==> src/rtl/sfcrd_pkg.sv <==
// ----------------------------------------------------------------------------
// Sensor frame check package
// Shared types, status codes, register indexes and frame helpers for the
// sensor frame check, repair and decode unit.
// ----------------------------------------------------------------------------
package sfcrd_pkg;

   localparam int FRAME_W    = 40;
   localparam int WORD_W     = 16;
   localparam int CSR_IDX_W  = 2;

   // Result status codes
   localparam logic [1:0] STATUS_CLEAN      = 2'd0;
   localparam logic [1:0] STATUS_CHK_REPAIR = 2'd1;
   localparam logic [1:0] STATUS_BIT_REPAIR = 2'd2;
   localparam logic [1:0] STATUS_FAILED     = 2'd3;

   // Configuration register indexes
   localparam logic [CSR_IDX_W-1:0] CSR_TEMP_MIN = 2'd0;
   localparam logic [CSR_IDX_W-1:0] CSR_TEMP_MAX = 2'd1;
   localparam logic [CSR_IDX_W-1:0] CSR_HUM_MAX  = 2'd2;

   // Limit values after reset, in tenths
   localparam logic signed [WORD_W-1:0] TEMP_MIN_RESET = -16'sd400;
   localparam logic signed [WORD_W-1:0] TEMP_MAX_RESET = 16'sd800;
   localparam logic [WORD_W-1:0]        HUM_MAX_RESET  = 16'd1000;

   typedef struct packed {
      logic signed [WORD_W-1:0] temp_min;
      logic signed [WORD_W-1:0] temp_max;
      logic [WORD_W-1:0]        hum_max;
   } limits_type;

   typedef struct packed {
      logic [1:0]               status;
      logic [5:0]               fixed_bit;
      logic [FRAME_W-1:0]       corrected_frame;
      logic signed [WORD_W-1:0] temperature_tenths;
      logic [WORD_W-1:0]        humidity_tenths;
      logic                     in_range;
   } result_type;

   // Sign-magnitude temperature word to two's complement.
   function automatic logic signed [WORD_W-1:0] decode_temp(input logic [WORD_W-1:0] word);
      logic signed [WORD_W-1:0] mag;
      mag = {1'b0, word[WORD_W-2:0]};
      return word[WORD_W-1] ? -mag : mag;
   endfunction

   // 8-bit sum of the four payload bytes.
   function automatic logic [7:0] payload_sum(input logic [FRAME_W-1:0] frame);
      logic [9:0] sum;
      sum = {2'b00, frame[39:32]} + {2'b00, frame[31:24]}
          + {2'b00, frame[23:16]} + {2'b00, frame[15:8]};
      return sum[7:0];
   endfunction

endpackage

==> src/rtl/sfcrd_eval.sv <==
// ----------------------------------------------------------------------------
// Sensor frame evaluation
// Checks one frame, tries the checksum-byte and single-bit repairs in
// parallel, and decodes the chosen frame against the configured limits.
// ----------------------------------------------------------------------------
module sfcrd_eval
   import sfcrd_pkg::*;
(
   input  logic [FRAME_W-1:0] frame,
   input  limits_type         limits,
   output result_type         result
);

   logic [WORD_W-1:0]        hum;
   logic [WORD_W-1:0]        temp_word;
   logic [7:0]               chk;
   logic [7:0]               sum;
   logic [7:0]               diff;
   logic [7:0]               delta;
   logic [7:0]               pos_match;
   logic [7:0]               neg_match;
   logic signed [WORD_W-1:0] t_orig;
   logic                     t_ok;
   logic                     h_ok;
   logic                     orig_ok;
   logic [WORD_W-1:0]        h_cand [WORD_W];
   logic signed [WORD_W-1:0] t_cand [WORD_W];
   logic [31:0]              cand_ok;
   logic [31:0]              ok_b;
   logic [31:0]              first;
   logic [4:0]               idx;
   logic [FRAME_W-1:0]       flip;
   logic [FRAME_W-1:0]       fixed;
   logic [1:0]               status;

   // Frame layout: humidity word, temperature word, checksum byte.
   assign hum       = frame[39:24];
   assign temp_word = frame[23:8];
   assign chk       = frame[7:0];
   assign sum       = payload_sum(frame);
   assign diff      = sum ^ chk;
   assign delta     = chk - sum;

   assign t_orig  = decode_temp(temp_word);
   assign t_ok    = (t_orig >= limits.temp_min) && (t_orig <= limits.temp_max);
   assign h_ok    = hum <= limits.hum_max;
   assign orig_ok = t_ok && h_ok;

   // Flipping a payload bit of weight 2^p moves the sum by +2^p when the bit
   // was clear and by -2^p when it was set; the flip mends the checksum when
   // that step equals the checksum minus the sum.
   always_comb begin
      for (int p = 0; p < 8; p++) begin
         pos_match[p] = delta == (8'b1 << p);
         neg_match[p] = delta == (8'b0 - (8'b1 << p));
      end
   end

   // A flip in the checksum byte can only succeed where the checksum repair
   // has already been taken, so only the 32 payload bits are candidates.
   always_comb begin
      for (int j = 0; j < WORD_W; j++) begin
         h_cand[j] = hum ^ (16'b1 << j);
         t_cand[j] = decode_temp(temp_word ^ (16'b1 << j));
         cand_ok[WORD_W + j] = (frame[8 + WORD_W + j] ? neg_match[j % 8] : pos_match[j % 8])
                             && (h_cand[j] <= limits.hum_max) && t_ok;
         cand_ok[j] = (frame[8 + j] ? neg_match[j % 8] : pos_match[j % 8])
                    && (t_cand[j] >= limits.temp_min) && (t_cand[j] <= limits.temp_max)
                    && h_ok;
      end
   end

   // Reorder by index from the MSB and isolate the first passing flip.
   always_comb begin
      for (int b = 0; b < 32; b++) begin
         ok_b[b] = cand_ok[31 - b];
      end
   end

   assign first = ok_b & ((~ok_b) + 32'd1);

   always_comb begin
      idx  = '0;
      flip = '0;
      for (int b = 0; b < 32; b++) begin
         if (first[b]) begin
            idx = idx | 5'(b);
         end
         flip[FRAME_W - 1 - b] = first[b];
      end
   end

   always_comb begin
      if (sum == chk) begin
         status = STATUS_CLEAN;
         fixed  = frame;
      end else if ($onehot(diff) && orig_ok) begin
         status = STATUS_CHK_REPAIR;
         fixed  = {frame[FRAME_W-1:8], sum};
      end else if (|ok_b) begin
         status = STATUS_BIT_REPAIR;
         fixed  = frame ^ flip;
      end else begin
         status = STATUS_FAILED;
         fixed  = frame;
      end
   end

   always_comb begin
      result.status             = status;
      result.fixed_bit          = (status == STATUS_BIT_REPAIR) ? {1'b0, idx} : 6'd0;
      result.corrected_frame    = fixed;
      result.temperature_tenths = decode_temp(fixed[23:8]);
      result.humidity_tenths    = fixed[39:24];
      // A repaired frame always passed the range check.
      result.in_range = ((status == STATUS_CLEAN) || (status == STATUS_FAILED)) ? orig_ok
                                                                                 : 1'b1;
   end

endmodule

==> src/rtl/sensor_frame_check_repair_decode_unit.sv <==
// ----------------------------------------------------------------------------
// Sensor frame check, repair and decode unit
// Verifies the checksum of a 40-bit humidity/temperature frame, repairs a
// checksum byte or a single flipped bit where possible, and decodes it.
// ----------------------------------------------------------------------------
// Usage
//   The req_ channel carries one 40-bit frame per beat. Each frame produces
//   exactly one beat on the rsp_ channel: status, index of the flipped bit,
//   corrected frame, decoded temperature and humidity in tenths, and the
//   in-range flag. The csr_ channel writes the three limit registers
//   (temperature minimum, temperature maximum, humidity maximum); it is
//   always ready, and writes to an unused index are dropped.
//   A request beat passes through the input register, then through the
//   evaluation logic into the response register. A new frame is taken every
//   cycle while the receiver keeps up; the rate is set by the single
//   evaluation pass, which checks all 32 payload-bit flips at once.
//   When the receiver stalls, the response register holds its beat and the
//   input register keeps one more frame; req_ready falls only when both are
//   full. Reset empties both registers and restores the limits to
//   -40.0 and 80.0 degrees and 100.0 percent. Limits should be changed only
//   while no frame is in flight.
// ----------------------------------------------------------------------------
module sensor_frame_check_repair_decode_unit
   import sfcrd_pkg::*;
(
   input  logic                        clock,
   input  logic                        reset,

   input  logic                        req_valid,
   output logic                        req_ready,
   input  logic [FRAME_W-1:0]          req_frame,

   output logic                        rsp_valid,
   input  logic                        rsp_ready,
   output logic [1:0]                  rsp_status,
   output logic [5:0]                  rsp_fixed_bit,
   output logic [FRAME_W-1:0]          rsp_corrected_frame,
   output logic signed [WORD_W-1:0]    rsp_temperature_tenths,
   output logic [WORD_W-1:0]           rsp_humidity_tenths,
   output logic                        rsp_in_range,

   input  logic                        csr_valid,
   output logic                        csr_ready,
   input  logic [CSR_IDX_W-1:0]        csr_index,
   input  logic [WORD_W-1:0]           csr_data
);

   logic               s1_valid_ff;
   logic               s1_valid_in;
   logic [FRAME_W-1:0] s1_frame_ff;
   logic               rsp_valid_ff;
   logic               rsp_valid_in;
   result_type         rsp_ff;
   result_type         eval_result;
   limits_type         limits_ff;
   limits_type         limits_in;
   logic               req_accept;
   logic               out_advance;
   logic               s1_move;

   // The response register can take a new beat when empty or being drained.
   assign out_advance = !rsp_valid_ff || rsp_ready;
   assign s1_move     = s1_valid_ff && out_advance;
   assign req_ready   = !s1_valid_ff || out_advance;
   assign req_accept  = req_valid && req_ready;
   assign csr_ready   = 1'b1;

   always_comb begin
      s1_valid_in = s1_valid_ff;
      if (req_accept) begin
         s1_valid_in = 1'b1;
      end else if (out_advance) begin
         s1_valid_in = 1'b0;
      end
   end

   always_comb begin
      rsp_valid_in = rsp_valid_ff;
      if (s1_move) begin
         rsp_valid_in = 1'b1;
      end else if (rsp_ready) begin
         rsp_valid_in = 1'b0;
      end
   end

   always_comb begin
      limits_in = limits_ff;
      if (csr_valid && csr_ready) begin
         case (csr_index)
            CSR_TEMP_MIN: limits_in.temp_min = csr_data;
            CSR_TEMP_MAX: limits_in.temp_max = csr_data;
            CSR_HUM_MAX:  limits_in.hum_max  = csr_data;
            default:      limits_in = limits_ff;
         endcase
      end
   end

   always_ff @(posedge clock) begin
      if (reset) begin
         s1_valid_ff        <= 1'b0;
         rsp_valid_ff       <= 1'b0;
         limits_ff.temp_min <= TEMP_MIN_RESET;
         limits_ff.temp_max <= TEMP_MAX_RESET;
         limits_ff.hum_max  <= HUM_MAX_RESET;
      end else begin
         s1_valid_ff  <= s1_valid_in;
         rsp_valid_ff <= rsp_valid_in;
         limits_ff    <= limits_in;
      end
   end

   // Payload registers carry no reset.
   always_ff @(posedge clock) begin
      if (req_accept) begin
         s1_frame_ff <= req_frame;
      end
      if (s1_move) begin
         rsp_ff <= eval_result;
      end
   end

   sfcrd_eval u_eval (
      .frame  (s1_frame_ff),
      .limits (limits_ff),
      .result (eval_result)
   );

   assign rsp_valid              = rsp_valid_ff;
   assign rsp_status             = rsp_ff.status;
   assign rsp_fixed_bit          = rsp_ff.fixed_bit;
   assign rsp_corrected_frame    = rsp_ff.corrected_frame;
   assign rsp_temperature_tenths = rsp_ff.temperature_tenths;
   assign rsp_humidity_tenths    = rsp_ff.humidity_tenths;
   assign rsp_in_range           = rsp_ff.in_range;

   // A frame waiting behind a stalled response is neither lost nor altered.
   a_s1_hold: assert property (@(posedge clock) disable iff (reset)
      s1_valid_ff && !out_advance |=> s1_valid_ff && $stable(s1_frame_ff))
      else $error("held frame lost or changed");

   // An accepted beat always lands in the input register.
   a_s1_load: assert property (@(posedge clock) disable iff (reset)
      req_accept |=> s1_valid_ff)
      else $error("accepted beat not captured");

   // Every frame that is not reported as failed leaves with a good checksum.
   a_chk_good: assert property (@(posedge clock) disable iff (reset)
      rsp_valid_ff && (rsp_ff.status != STATUS_FAILED)
         |-> payload_sum(rsp_ff.corrected_frame) == rsp_ff.corrected_frame[7:0])
      else $error("corrected frame fails its checksum");

   // Repaired frames are always in range.
   a_repair_range: assert property (@(posedge clock) disable iff (reset)
      rsp_valid_ff && ((rsp_ff.status == STATUS_CHK_REPAIR) ||
                       (rsp_ff.status == STATUS_BIT_REPAIR)) |-> rsp_ff.in_range)
      else $error("repaired frame out of range");

   // The flipped-bit index is only reported for a single-bit repair.
   a_fixed_bit: assert property (@(posedge clock) disable iff (reset)
      rsp_valid_ff && (rsp_ff.status != STATUS_BIT_REPAIR) |-> rsp_ff.fixed_bit == 6'd0)
      else $error("bit index set without a bit repair");

endmodule

==> config.mk <==
export PLATFORM = sky130hd
export DESIGN_NAME = sensor_frame_check_repair_decode_unit
export DESIGN_NICKNAME = d
export VERILOG_FILES = /design/src/rtl/sfcrd_pkg.sv /design/src/rtl/sfcrd_eval.sv /design/src/rtl/sensor_frame_check_repair_decode_unit.sv
export SDC_FILE = /design/constraint.sdc
export NUM_CORES = 1
export LEC_CHECK = 0
export BUFFER_PORTS_ARGS = -buffer_cell sky130_fd_sc_hd__buf_2
export CORE_AREA = 2 2 202 204
export DETAILED_ROUTE_END_ITERATION = 8
export DIE_AREA = 0 0 204 206
export PLACE_DENSITY = 0.78
export SLEW_MARGIN = 10
export SYNTH_ARGS = -nofsm -noshare
export SYNTH_HDL_FRONTEND = slang
export SYNTH_SLANG_ARGS = --single-unit
==> constraint.sdc <==
create_clock -name clock -period 8.3 [get_ports clock]
set_input_delay 0.415 -clock clock [delete_from_list [all_inputs] [get_ports clock]]
set_output_delay 0.415 -clock clock [all_outputs]
set_load 0.05 [all_outputs]
* After elaboration in Yosys (flattened, before gate mapping)
Index checks and enable logic that the tools add are counted.
Storage, ports and cells: register bits after elaboration 171, bits of input ports 63, output and inout bits 84, logic and storage cells 352
Operators by class: add/subtract/negate cells 29, $lt $le $gt $ge 51, eq/ne operators 24, mux-type cells 101, bitwise gates (word level) 35, reductions and logical operators 98
Operators with widths (count):
- 16-bit <= comparator | 34
- 16-bit 2-to-1 mux | 23
- 16-bit greater-or-equal comparator | 17
- 15-bit negation with 16-bit output | 17
- 40-bit 2-to-1 mux | 6
- 1-bit logical AND | 85
- 5-bit 2-to-1 mux | 16
- 8-bit equality test, second input constant | 8
- 40-bit bitwise XOR | 1
- 1-bit 2-to-1 mux | 36
- 32-bit by 1-bit adder with 32-bit output, second input constant | 1
- 32-bit bitwise AND | 1
- 4-bit 2-to-1 mux | 8
- 32-bit inverter | 1
- 32-bit OR reduction | 1
- 1-bit inverter | 31
- 8-bit adder | 3
- 15-bit 2-to-1 mux | 1
- 2-bit 2-to-1 mux | 7
- 4-bit adder | 3
- 3-bit 2-to-1 mux | 4
- 1-bit by 1-bit adder with 2-bit output | 4
- 8-bit by 1-bit equality test with 1-bit output, second input constant | 1
- 8-bit by 2-bit equality test with 1-bit output, second input constant | 1
- 17 further kinds | 28

* Longest topological paths before layout
Gate-level depths: netlist (run 1).
depth after elaboration 43, depth in mapped cells 35, depth with buffers taken out 33

* Modules after synthesis
A second synthesis (run 1) with hierarchy kept.
Unflattened totals: cells, all modules 2583, area, all modules 22069.9 µm²
By module, submodules not included:
- sfcrd_eval | times used 1, cells each 2260, area an instance 16388.2 µm², seq. area each 0.0 µm²
- sensor_frame_check_repair_decode_unit | times used 1, cells each 323, area an instance 5681.7 µm², seq. area each 4634.4 µm²

* Least setup slack after synthesis (run 1)
Ideal clock, no wire load.
kind register to register, start register s1_frame_ff[21], end register rsp_ff (netlist bit rsp_temperature_tenths[11]) (data pin), setup time 266 ps, arrival time 7725 ps, data required time 8034 ps, path slack 309 ps, cell stages (with the launch flop) 32, buffers on the path 4, clock period less this slack 7991 ps, path through edfxtp_1 clkbuf_1 inv_1 clkbuf_1 fa_1 fa_1 inv_1 ha_1 buf_4 and2b_1 a221oi_2 a31oi_2 nand2b_1 buf_6 ha_1 inv_1 fa_1 inv_1 fa_1 ha_1 fa_1 nor4b_1 nand3_1 nand2_1 a31oi_1 and3_1 nand4b_2 nor3_1 xor2_2 or4_4 o41ai_2 xnor2_1
RTL lines:
- start: declaration | RTL line sensor_frame_check_repair_decode_unit.sv:50 | logic [FRAME_W-1:0] s1_frame_ff;
- start signal: assignment | RTL line sensor_frame_check_repair_decode_unit.sv:115 | s1_frame_ff <= req_frame;
- end signal: assignment | RTL line sensor_frame_check_repair_decode_unit.sv:118 | rsp_ff <= eval_result;
- end: declaration | RTL line sensor_frame_check_repair_decode_unit.sv:53 | result_type rsp_ff;

==> impl_metrics.yaml, run 1 <==
outcome:
  run_status: "finished, final reports clean"
finish:
  layout.cells.non_filler: 3333
  n_antenna_cell: 0
  multi_input_comb_area_mm2: 0.0165
  filler_cell_count: 3740
  drive_above_1_share_pct: 13.8
  post-route-util_pct: 59.8
  area.sequential_mm2: 0.00409
  postLayoutCellArea_mm2: 0.0240
  syn2layout_area_growth_pct: 11.2
  final_net_count: 3260
pwr:
  powerDensity_mw_per_mm2: 204
  intPower_mw: 2.37
  design_power_total_mw: 4.89
  share_seq_of_total_power_pct: 18.2
  peakVddDrop_uv: 248
  power_frac_clock_pct: 17.1
  p_switching_mw: 2.52
  power.share.combinational_pct: 64.7
  power_switching_share_pct: 51.5
  total_leakage_power_nw: 10.5
global_route:
  grt_antenna_before_repair: 3
  grt_use_total_pct: 43.1
  number_of_global_route_vias_before_repair: 21100
  grt-ovfl-total: 0
  grt_start_max_net_pins: 64
  grt_first_pass_wirelength_um: 134000
critical_path:
  critical_path.max_stage_delay_ns: 0.63
  critical_path.endpoint_type: "flip-flop"
  worstPathRequired_ns: 8.49
  critPathLaunchType: "flip-flop"
  critical-path-top-delay-family: "adder cells"
  critical_path.slowest_cell: "or4_4"
  cp_max_fo: 14
  cp.arrival_ns: 8.25
  cp_common_cell: "inv_1"
  sum_of_buffers_and_inverters_on_the_critical_path: 4
  worst-setup-path-type: "flip-flop to flip-flop"
synth:
  syn-cell-area_mm2: 0.0216
  synthesis.nets: 3092
  netlist.area_leader.share_pct: 22.6
  ys.flop_type: "edfxtp_1"
  synth.avg_cell_area_um2: 8.25
  synth.top_cells.by_area: "ha_1 (23%), edfxtp_1 (14%), xnor2_1 (6.3%)"
  synth.most_common_cell: "ha_1"
  synth_enable_flop_cells: 103
  yosysWarnings: 0
  postSynth.asyncResetShare_pct: 0
  synth_seq_area_share_pct: 19.0
  synth_top_area_cell: "ha_1"
  syn-instance-count: 2620
  flip_flop_and_latch_count_after_synthesis: 153
  synth_cell_types: 122
  synth.cells.most_frequent: "ha_1 (390), nand2_1 (255), nor2_1 (213)"
detailed_routing:
  first_pass_iters: 6
  post-route-drc-count: 0
  wirelength_um: 92100
  route.detailed.vias_per_inst: 6.67
  drt-wirelength-per-cell_um: 27.6
  via_count: 22200
  1st_iter_drt_viols: 2868
  antenna_left: 0
sta:
  slew_viol_final: 0
  post-route-period-util_pct: 97.1
  report.final.setup_viol: 0
  slew_headroom_pct: 23.6
  final.min_clock_period_ns: 8.06
  final.setup.worst_slack_ns: 0.238
  report.final.hold_viol_count: 0
  final.setup_skew_ns: 0.0152
  tightest_slew_ns: 1.14
  fmax_mhz: 124
floorplanning:
  die_height_um: 206
  fp.dieArea_mm2: 0.0420
  num_rows: 74
  chipWidth_um: 204
  placeableCoreArea_mm2: 0.0402
  start_util_pct: 53.8
  ios: 147
cts:
  clk-insertion-delay-late_ns: 0.46
  h-tree-depth: 4
  tritoncts.num_buffers: 17
  clkSinkCount: 153
  clk_pin_slew_worst_paths_ns: 0.08
  cts_tree: "done"
  clockRootBuffer: "clkbuf_16"
  maximum_buffer_depth_of_the_clock_tree: 2
placement:
  post-place-ws_ns: 0.0396
  placement.io_buffers: 144
  place_area_mm2: 0.0232
  gp_congestion: 1.07
  post-dp-hpwl_um: 70800
  placed_cells: 3295
flow_run:
  maxCapViolations: 0
hold_path:
  worst_hold_path_type: "primary input to flip-flop"
cell families (layout without fill, tap and decap cells):
group,after synthesis,in the layout,synth area share (%)
AOI/OAI and AO/OA,650,650,20.0
xor gates and xnor gates,195,195,8.36
adders and majority gates,411,411,24.4
buffers and inverters,263,444,5.44
DFF,153,153,19.0
muxes,16,16,0.793
other,2,2,0.0348
and+or+nand+nor,930,930,21.9
power groups by stage:
stage / logic [mW] / clock network [mW] / registers (mW)
after detailed placement: 2.98 / 0 / 0.907
final: 3.16 / 0.838 / 0.890
after global placement: 2.93 / 0 / 0.905
after floorplan: 2.01 / 0 / 0.961
after CTS: 3.00 / 0.835 / 0.890
after global routing: 3.35 / 0.858 / 0.893
worst register-to-register path, stage by stage (launching register included):
cell	delay, ns
edfxtp_1	0.35
inv_1	0.08
fa_1	0.54
inv_1	0.06
fa_1	0.57
ha_1	0.22
inv_1	0.06
fa_1	0.40
xor2_1	0.39
ha_1	0.40
o21a_1	0.14
o31ai_1	0.11
a21boi_2	0.44
a21o_1	0.55
or3_2	0.42
nor4_1	0.12
mux2i_1	0.39
o2111a_4	0.34
nand4_4	0.14
or4_4	0.63
nor3_4	0.14
xnor2_1	0.17
inv_1	0.15
ha_1	0.18
nand3_1	0.18
nor4_4	0.28
a31oi_1	0.17
xor2_1	0.19
registers in the layout, indices dropped and copies added, names as in the netlist:
name	flops
limits_ff	48
rsp_corrected_frame	40
rsp_fixed_bit	5
rsp_in_range	1
rsp_status	2
rsp_temperature_tenths	15
rsp_valid	1
s1_frame_ff	40
s1_valid_ff	1
timing repair:
item,4_1_cts,5_1_grt
hold buffers,0,0
endpoints found under the setup margin,0,13
resized for setup,0,23
buffers inserted,0,6
per-layer routing:
metal | GRT usage [%] | share of wire, %
met2 | 63.5 | 41
met4 | 19.0 | 4.8
met5 | 0 | 0.017
met1 | 58.4 | 41
met3 | 12.4 | 13
final cells by class:
cell class,instances,share of cell area [%]
multi-input combinational,2204,68.6
timing repair buffer,254,6.54
sequential,153,17.0
tap,532,2.77
clock inverter,15,0.765
clock buffer,17,1.77
inverter,158,2.48
through the flow:
stage / setup TNS, ns / hold slack (ns)
2_1_floorplan: 0 / 0.436
3_3_place_gp: 0 / 0.442
3_5_place_dp: 0 / 0.450
4_1_cts: 0 / 0.121
5_1_grt: -0.00135 / 0.122
6_report: 0 / 0.123
worst paths after layout:
kind,slack (ns),end,from,cells after the start
worst max-delay path,0.24,rsp_temperature_tenths[14]$_DFFE_PP_,s1_frame_ff[9]$_DFFE_PP_,27
worst min-delay path,0.12,s1_frame_ff[36]$_DFFE_PP_,req_frame[36],1
worst max register to register,0.24,rsp_temperature_tenths[14]$_DFFE_PP_,s1_frame_ff[9]$_DFFE_PP_,27
worst min register to register,0.46,limits_ff[11]$_SDFFE_PP0P_,limits_ff[11]$_SDFFE_PP0P_,2
placed cells by master (no fill, tap or decap), types with 12 or more instances in the layout:
cell type  netlist  layout
a2111oi_0       18      15
a211o_1         23      23
a211oi_1        19      19
a21o_1          75      75
a21oi_1        175     175
a31oi_1         20      19
and2_1          21      20
and3_1          18      18
buf_2            2     144
buf_4           22     108
clkbuf_16        0      17
dfxtp_1         50      50
edfxtp_1       103     103
fa_1            19      19
ha_1           390     390
inv_1          153     153
nand2_1        255     254
nand2b_1        27      27
nand3_1         65      65
nand4_1         81      81
nor2_1         213     213
nor2b_1         47      46
nor3_1          57      54
nor4_1          25      23
o211ai_1        14      14
o21a_1          29      29
o21ai_0        146     146
or2_2           13      13
or3_1           19      19
or4_1           12      12
xnor2_1        156     151
xor2_1          32      32
Power figures use the tool's default switching activity.
==> run 2: changes to the inputs <==
--- a/config.mk
+++ b/config.mk
@@ -5,10 +5,11 @@
 export SDC_FILE = /design/constraint.sdc
 export NUM_CORES = 1
 export LEC_CHECK = 0
+export ABC_AREA = 1
 export BUFFER_PORTS_ARGS = -buffer_cell sky130_fd_sc_hd__buf_2
-export CORE_AREA = 2 2 202 204
+export CORE_AREA = 2 2 203 205
 export DETAILED_ROUTE_END_ITERATION = 8
-export DIE_AREA = 0 0 204 206
+export DIE_AREA = 0 0 205 207
 export PLACE_DENSITY = 0.78
 export SLEW_MARGIN = 10
 export SYNTH_ARGS = -nofsm -noshare
==> run 2 against run 1 <==
Critical endpoint is now rsp_temperature_tenths[8]$_DFFE_PP_; non-clock buffer count fell by 64; global-route usage fell by 5.6 points; critical path depth rose by 11; critical path type unchanged; highest routed layer is now met4; sequential power rose by 2%; sequential share of layout area rose by 0.18 points; clock skew fell by 0.0017 ns; worst hold slack improved by 0.012 ns; utilization fell by 0.88 points.
==> impl_metrics.yaml, run 2 <==
pwr:
  power_frac_clock_pct: 20.8
  p_switching_mw: 2.02
  design_power_total_mw: 4.12
  peakVddDrop_uv: 149
  powerDensity_mw_per_mm2: 173
  total_leakage_power_nw: 12.0
  intPower_mw: 2.10
  power_switching_share_pct: 49.0
  share_seq_of_total_power_pct: 22.0
  power.share.combinational_pct: 57.2
synth:
  synth_enable_flop_cells: 103
  postSynth.asyncResetShare_pct: 0
  synthesis.nets: 3533
  synth_cell_types: 71
  syn-cell-area_mm2: 0.0218
  synth_seq_area_share_pct: 18.8
  synth.most_common_cell: "nand2_1"
  synth.cells.most_frequent: "nand2_1 (634), ha_1 (390), inv_1 (373)"
  synth.avg_cell_area_um2: 7.12
  syn-instance-count: 3061
  synth_top_area_cell: "ha_1"
  flip_flop_and_latch_count_after_synthesis: 153
  yosysWarnings: 0
  synth.top_cells.by_area: "ha_1 (22%), edfxtp_1 (14%), nand2_1 (11%)"
  netlist.area_leader.share_pct: 22.4
  ys.flop_type: "edfxtp_1"
placement:
  placement.io_buffers: 144
  place_area_mm2: 0.0231
  post-place-ws_ns: 0.503
  gp_congestion: 1.05
  post-dp-hpwl_um: 63400
finish:
  area.sequential_mm2: 0.00409
  postLayoutCellArea_mm2: 0.0238
  filler_cell_count: 3805
  layout_common_cells: "nand2_1 (634), ha_1 (390), inv_1 (371), nor2_1 (283), a21oi_1 (249)"
  largest_register_ff_count: 48
  drive_above_1_share_pct: 11.9
  multi_input_comb_area_mm2: 0.0158
  registers.top_by_ff_count: "limits_ff"
  syn2layout_area_growth_pct: 9.06
  leading_cell_type_in_the_layout_fill_and_taps_excluded: "nand2_1"
  final_net_count: 3667
global_route:
  number_of_global_route_vias_before_repair: 21500
  grt_use_total_pct: 37.5
  grt_antenna_before_repair: 2
  grt_start_max_net_pins: 78
  grt_first_pass_wirelength_um: 122000
  grt-ovfl-total: 0
cts:
  clk_pin_slew_worst_paths_ns: 0.07
  h-tree-depth: 4
  clockRootBuffer: "clkbuf_16"
  cts_tree: "done"
  maximum_buffer_depth_of_the_clock_tree: 2
  cts_hold_buffers: 0
  cts_post_setup_buffers_inserted: 0
  clk-insertion-delay-late_ns: 0.45
  clkSinkCount: 153
  tritoncts.num_buffers: 17
  post_cts_resize_count: 0
critical_path:
  critical_path.endpoint_type: "flip-flop"
  sum_of_buffers_and_inverters_on_the_critical_path: 11
  critPathLaunchType: "flip-flop"
  critical-path-top-delay-family: "adder cells"
  critical_path.slowest_cell: "fa_1"
  worst-setup-path-type: "flip-flop to flip-flop"
  critical_path.max_stage_delay_ns: 0.65
  cp_common_cell: "inv_1"
  cp.arrival_ns: 8.01
  worstPathRequired_ns: 8.50
  cp_max_fo: 27
sta:
  final.setup_skew_ns: 0.0135
  final.min_clock_period_ns: 7.80
  holdWs_ns: 0.136
  fmax_mhz: 128
  post-route-period-util_pct: 94.0
  final.setup.worst_slack_ns: 0.498
  setup_repair_after_global_routing_missed_its_margin: "no"
  fin_tns_setup_ns: 0
  slew_headroom_pct: 21.6
  report.final.hold_viol_count: 0
  report.final.setup_viol: 0
  tightest_slew_ns: 1.18
  slew_viol_final: 0
floorplanning:
  fp.dieArea_mm2: 0.0424
  chipWidth_um: 205
  ios: 147
  start_util_pct: 54.0
  die_height_um: 207
  placeableCoreArea_mm2: 0.0404
  num_rows: 74
detailed_routing:
  first_pass_iters: 6
  wirelength_um: 81000
  antenna_left: 0
  via_count: 22700
  1st_iter_drt_viols: 2499
  post-route-drc-count: 0
  route.detailed.vias_per_inst: 6.06
  drt-wirelength-per-cell_um: 21.6
flow_run:
  maxCapViolations: 0
outcome:
  run_status: "finished, final reports clean"
hold_path:
  worst_hold_path_type: "primary input to flip-flop"
[run 2: cell types whose count changed after synthesis, sizes merged, moves of 24 or more]
cell / change
a21oi: +78
xor2: +106
nor2b: -46
nand2b: -27
a211o: -24
nand3: +137
a21o: -61
nor2: +105
inv: +239
nand4: -27
xnor2: -156
nand2: +417
[run 2: routing by layer]
layer / track usage, % / vias to the layer above / wire, µm
met5: 0 / - / 0
met4: 19.4 / 0 / 4990
met3: 10.2 / 290 / 9420
met2: 56.9 / 1258 / 34200
met1: 48.5 / 10500 / 32400
li1: - / 10600 / -
[run 2: power by group through the flow]
stage	clock network [mW]	registers [mW]	logic (mW)
after floorplan	0	0.994	1.65
after global placement	0	0.920	2.18
after detailed placement	0	0.922	2.30
after CTS	0.860	0.905	2.32
after global routing	0.891	0.910	2.59
final	0.859	0.906	2.36
[run 2: cell type report]
class / count / share of cell area [%]
multi-input combinational: 2431 / 66.4
clock inverter: 15 / 0.873
inverter: 402 / 6.42
clock buffer: 17 / 1.79
antenna: 2 / 0.0210
timing repair buffer: 190 / 4.48
sequential: 153 / 17.2
tap: 532 / 2.80
[run 2: worst paths after layout]
kind,to,slack [ns],cells after the start,startpoint
setup / recovery,rsp_temperature_tenths[8]$_DFFE_PP_,0.50,38,s1_frame_ff[10]$_DFFE_PP_
hold / removal,s1_frame_ff[31]$_DFFE_PP_,0.14,1,req_frame[31]
setup reg to reg,rsp_temperature_tenths[8]$_DFFE_PP_,0.50,38,s1_frame_ff[10]$_DFFE_PP_
hold reg to reg,limits_ff[29]$_SDFFE_PP0P_,0.46,2,limits_ff[29]$_SDFFE_PP0P_
[run 2: through the flow]
stage	instances	util, %
after floorplan	3061	-
after global placement	3708	57.3
after detailed placement	3708	57.3
after CTS	3740	58.9
after global routing	3740	58.9
final	3742	58.9
[run 2: cell families (layout without fill, tap and decap cells)]
family                   count (synthesis)  in the layout  share of synthesized area (%)
flip-flops                             153            153                           18.8
buffers and inverters                  477            624                           8.90
AO/OA/AOI/OAI                          523            523                           13.6
other                                    2              4                         0.0344
XOR/XNOR                               142            142                           5.89
AND/OR/NAND/NOR                       1355           1355                           28.7
adder cells (fa/ha/maj)                409            409                           24.1
